## src/imu_sample_scale_and_tilt_macros.svh

```systemverilog
// Assertion macros for the IMU scaler.
`ifndef IMU_SAMPLE_SCALE_AND_TILT_MACROS_SVH
`define IMU_SAMPLE_SCALE_AND_TILT_MACROS_SVH

// Same-cycle implication, checked on clk, off during reset.
`define IMU_ASSERT_NOW(lbl, ante, cons, msg) \
  lbl: assert property (@(posedge clk) disable iff (!rst_n) (ante) |-> (cons)) \
    else $error(msg);

// Next-cycle implication, checked on clk, off during reset.
`define IMU_ASSERT_NEXT(lbl, ante, cons, msg) \
  lbl: assert property (@(posedge clk) disable iff (!rst_n) (ante) |=> (cons)) \
    else $error(msg);

`endif

```

## src/imu_sst_pkg.sv

```systemverilog
`timescale 1ns / 1ps
`default_nettype none
package imu_sst_pkg;

  localparam int SQRT_STEPS   = 32;
  localparam int CORDIC_STEPS = 24;
  // capture, squares, sums, root steps, CORDIC steps, output register
  localparam int PIPE_DEPTH   = 3 + SQRT_STEPS + CORDIC_STEPS + 1;

  localparam int CW = 49;  // CORDIC x/y width
  localparam int ZW = 30;  // angle accumulator width, 20 fractional bits

  localparam logic signed [17:0] ANGLE_LIMIT = 18'sd23040;

  localparam logic CFG_ACCEL_RANGE = 1'b0;
  localparam logic CFG_GYRO_RANGE  = 1'b1;

  typedef struct packed {
    logic [27:0] rate_z_dps;
    logic [27:0] rate_y_dps;
    logic [27:0] rate_x_dps;
    logic [20:0] accel_z_g;
    logic [20:0] accel_y_g;
    logic [20:0] accel_x_g;
  } scaled_t;

  // atan(2^-i) in degrees, 20 fractional bits
  function automatic logic [26:0] atan_q20(input logic [4:0] i);
    logic [26:0] v;
    case (i)
      5'd0:  v = 27'd47185920;
      5'd1:  v = 27'd27855475;
      5'd2:  v = 27'd14718068;
      5'd3:  v = 27'd7471121;
      5'd4:  v = 27'd3750058;
      5'd5:  v = 27'd1876857;
      5'd6:  v = 27'd938658;
      5'd7:  v = 27'd469357;
      5'd8:  v = 27'd234682;
      5'd9:  v = 27'd117342;
      5'd10: v = 27'd58671;
      5'd11: v = 27'd29335;
      5'd12: v = 27'd14668;
      5'd13: v = 27'd7334;
      5'd14: v = 27'd3667;
      5'd15: v = 27'd1833;
      5'd16: v = 27'd917;
      5'd17: v = 27'd458;
      5'd18: v = 27'd229;
      5'd19: v = 27'd115;
      5'd20: v = 27'd57;
      5'd21: v = 27'd29;
      5'd22: v = 27'd14;
      5'd23: v = 27'd7;
      default: v = 27'd0;
    endcase
    return v;
  endfunction

endpackage
`default_nettype wire

```

## src/imu_sst_sqrt.sv

```systemverilog
`timescale 1ns / 1ps
`default_nettype none
// floor(sqrt(sum << 32)), one root bit per stage
module imu_sst_sqrt
  import imu_sst_pkg::*;
(
  input  wire logic        clk,
  input  wire logic        en,
  input  wire logic [31:0] sum_i,
  output logic      [31:0] root_o
);

  logic [35:0] r_r [SQRT_STEPS];
  logic [31:0] q_r [SQRT_STEPS];
  logic [31:0] s_r [SQRT_STEPS];

  for (genvar k = 0; k < SQRT_STEPS; k++) begin : g_step
    localparam int I = SQRT_STEPS - 1 - k;
    logic [35:0] r_in;
    logic [31:0] q_in;
    logic [31:0] s_in;
    logic [1:0]  pair;
    logic [35:0] rs;
    logic [35:0] t;
    logic        ge;

    if (k == 0) begin : g_first
      assign r_in = '0;
      assign q_in = '0;
      assign s_in = sum_i;
    end else begin : g_next
      assign r_in = r_r[k-1];
      assign q_in = q_r[k-1];
      assign s_in = s_r[k-1];
    end

    // low 32 bits of the radicand are zero
    if (I >= 16) begin : g_hi
      assign pair = s_in[2*(I-16)+1 -: 2];
    end else begin : g_lo
      assign pair = 2'b00;
    end

    assign rs = {r_in[33:0], pair};
    assign t  = {2'b00, q_in, 2'b01};
    assign ge = (rs >= t);

    always_ff @(posedge clk) begin
      if (en) begin
        r_r[k] <= ge ? (rs - t) : rs;
        q_r[k] <= {q_in[30:0], ge};
        s_r[k] <= s_in;
      end
    end
  end

  assign root_o = q_r[SQRT_STEPS-1];

endmodule
`default_nettype wire

```

## config.mk

```make
export PLATFORM = sky130hd
export DESIGN_NAME = imu_sst_sqrt
export DESIGN_NICKNAME = d
export VERILOG_FILES = /design/src/imu_sample_scale_and_tilt_macros.svh /design/src/imu_sst_pkg.sv /design/src/imu_sst_sqrt.sv
export SDC_FILE = /design/constraint.sdc
export NUM_CORES = 2
export LEC_CHECK = 0
export BUFFER_PORTS_ARGS = -buffer_cell sky130_fd_sc_hd__buf_2
export CORE_ASPECT_RATIO = 1.5
export CORE_MARGIN = 2
export CORE_UTILIZATION = 45
export DETAILED_ROUTE_END_ITERATION = 10
export GPL_TIMING_DRIVEN = 0
export PLACE_DENSITY = 0.57
export SETUP_SLACK_MARGIN = 0.02
export SLEW_MARGIN = 20
export SYNTH_ARGS = -nofsm -noshare
export SYNTH_HDL_FRONTEND = slang
export SYNTH_SLANG_ARGS = --single-unit
export TNS_END_PERCENT = 5
```

## constraint.sdc

```tcl
create_clock -name clk -period 4.8 [get_ports clk]
set_input_delay 0 -clock clk [delete_from_list [all_inputs] [get_ports clk]]
set_output_delay 0 -clock clk [all_outputs]
set_load 0.1 [all_outputs]
```

==> results.json <==
{
  "start_util_pct": 45.2,
  "fmax_mhz": 208,
  "ys_async_sr_fraction_pct": 0,
  "drt_first_pass_iters": 7,
  "slew_viol_final": 0,
  "period_share_pct": 100,
  "dp_hpwl_mm": 186,
  "power_mw": 47.6,
  "cp-start-kind": "register",
  "status": "finished with violations",
  "grt_max_degree": 152,
  "h-tree-depth": 4,
  "final_antenna_net_count": 0,
  "fin_nets": 8836,
  "syn_to_final_growth_pct": 11.9,
  "setup_tns_ns": -0.0126,
  "antenna_found_initial": 8,
  "synth_edf_count": 1756,
  "hold_violations": 0,
  "io_buffers": 65,
  "pwr-share-seq_pct": 45.1,
  "routed-via-count": 61400,
  "fin_skew_ns": 0.0494,
  "p_leak_nw": 39.8,
  "syn_area_mm2": 0.0921,
  "cts.sinks": 1756,
  "syn-instance-count": 7915,
  "mostFrequentLayoutCells": "edfxtp_1, inv_1, nand2_1, nor2_1, ha_1",
  "viasPerCell": 5.55,
  "rows": 203,
  "fill_cells": 17900,
  "grt_pass1_wl_mm": 359,
  "dpl.cell_count": 10700,
  "die-area_mm2": 0.208,
  "drtIter0Drc": 2753,
  "clkTransAtPathRegs_ns": 0.06,
  "route.detailed.drc": 0,
  "die_y_um": 558,
  "finalSetupViolCount": 1,
  "grt-ovfl-total": 0,
  "final_area_mm2": 0.103,
  "worstPathRequired_ns": 5.34,
  "drv_cap": 0,
  "worst_setup_path_end_kind": "register",
  "violations": "negative setup slack",
  "drive_gt1_share_pct": 6.71,
  "yosysSeqAreaShare_pct": 57.3,
  "pwr-share-comb_pct": 25.0,
  "min_path_type": "input pin to register",
  "gp_congestion": 0.965,
  "internal_power_mw": 32.8,
  "crit_arrival_ns": 5.35,
  "fp.coreArea_mm2": 0.204,
  "clock-root-buffer": "clkbuf_16",
  "synth_nets": 8495,
  "cts_buffers": 185,
  "clkLatencyLatePin_ns": 0.87,
  "vdd_drop_max_mv": 0.316,
  "fin_ws_ns": -0.0126,
  "final_common_cell": "edfxtp_1",
  "worst_pin_slew_ns": 1.14,
  "cts_tree": "done",
  "num_io_pins": 66,
  "cts_buffer_depth": 4,
  "finalCriticalPeriod_ns": 4.81,
  "final_cells": 11100,
  "p_per_area_mw_per_mm2": 462,
  "p_clk_share_pct": 29.9,
  "slew-limit-headroom_pct": 23.8,
  "wl_per_cell_um": 21.7,
  "p_sw_share_pct": 31.1,
  "wirelength_mm": 240,
  "ys_ff_latch": 1756,
  "placed_area_mm2": 0.0963,
  "worstSetupPathType": "register to register",
  "switchingPower_mw": 14.8,
  "gr-usage-all-layers_pct": 22.7,
  "die_width_um": 373,
  "grt_pass1_vias": 64500,
  "yosysWarnings": 0,
  "ys_types": 91,
  "worstPathMaxFanout": 11,
  "synth_ff_type": "edfxtp_1",
  "avgSynthCellArea_um2": 11.6,
  "rsz0062_at_grt": "yes"
}
## critical path, stage by stage, from the launching register on
cell      delay [ns]
edfxtp_1        0.47
inv_1           0.11
ha_1            0.21
fa_1            0.26
a211oi_1        0.10
o21bai_1        0.28
a211oi_2        0.11
buf_4           0.20
nor2_1          0.21
o31ai_2         0.19
o311ai_4        0.46
clkbuf_1        0.82
buf_1           0.90
a21oi_1         0.19
## power by group through the flow
stage               Combinational [mW]  Sequential (mW)  Clock, mW
floorplan                         8.27             21.1          0
finish                            11.9             21.5       14.2
CTS                               11.9             21.5       14.6
detailed placement                11.7             21.8          0
global placement                  11.4             22.6          0
global route                      13.1             21.7       15.1
## worst paths after layout
check	startpoint	to	slack, ns	cells past startpoint
hold / removal	en	s_r[1][9]	0.17	2
hold reg to reg	s_r[7][1]	s_r[8][1]	0.41	0
setup / recovery	r_r[23][1]	r_r[24][13]	-0.01	13
setup reg to reg	r_r[23][1]	r_r[24][13]	-0.01	13
## final cells by class
type	count	area, um2	share of cell area (%)
inverters	666	2500	2.43
flip-flops and latches	1756	52700	51.2
repair buffers	155	1460	1.42
plain buffers	135	556	0.539
well taps	2665	3330	3.24
multi-input cells	5357	36600	35.5
clock inverters	109	1060	1.03
clock buffers	216	4770	4.63
diodes	2	5.00	0.00486
## layer usage
layer / part of all wire [%] / wire length [um] / track usage, % / up-vias
li1: - / - / - / 29700
met1: 27 / 65400 / 16.1 / 29500
met2: 60 / 143000 / 48.7 / 1325
met3: 2.6 / 6220 / 2.54 / 791
met4: 11 / 25300 / 21.3 / 2
met5: 0.0054 / 13 / 0 / -
## synth_stat cells, types with 60 or more instances
library cell | number | share of area (%)
inv_1 | 661 | 2.7
or3_1 | 85 | 0.58
nor3_1 | 223 | 1.2
nor2_1 | 584 | 2.4
o21a_1 | 98 | 0.80
xor2_1 | 419 | 4.0
edfxtp_1 | 1756 | 57
a21o_1 | 200 | 1.6
mux2_2 | 78 | 0.95
o21ai_0 | 460 | 2.5
nor4_1 | 110 | 0.75
nand2b_1 | 96 | 0.65
xnor2_1 | 377 | 3.6
nand3_1 | 120 | 0.65
a211oi_1 | 60 | 0.49
nand4_1 | 68 | 0.46
a21oi_1 | 493 | 2.7
ha_1 | 531 | 7.2
or4_1 | 66 | 0.54
nor2b_1 | 71 | 0.48
clkbuf_1 | 125 | 0.51
nand2_1 | 594 | 2.4
## through the flow
stage	setup WS (ns)	util [%]	hold WS (ns)
2_1_floorplan	1.06	-	0.0989
3_3_place_gp	-24.16	47.0	0.177
3_5_place_dp	-1.77	47.3	0.178
4_1_cts	-0.0999	50.6	0.135
5_1_grt	-0.141	50.6	0.155
6_report	-0.0126	50.6	0.170
## flip-flops by register name, indices dropped and copies added (netlist names)
name  count
r_r    1003
s_r     240
q_r     513
## cell families (layout without fill, tap and decap cells)
| group | count (synthesis) | count (layout) | synth area share, % |
|---|---|---|---|
| other | 1 | 3 | 0.00407 |
| XOR/XNOR | 796 | 796 | 7.57 |
| flip-flops | 1756 | 1756 | 57.3 |
| AND/OR/NAND/NOR | 2222 | 2222 | 11.8 |
| adder cells (fa/ha/maj) | 546 | 546 | 7.54 |
| multiplexers | 84 | 84 | 1.02 |
| AO/OA/AOI/OAI | 1708 | 1708 | 11.5 |
| buffers and inverters | 802 | 1281 | 3.28 |
## repair_timing
action	in CTS	in global routing
cloned	0	0
setup endpoints to repair	195	106
resized for setup	47	18
buffers inserted	4	1
endpoints found under the hold margin	236	0
pin swaps	2	1
hold buffers	66	0
Note: power is estimated with default switching activity, not from simulation.
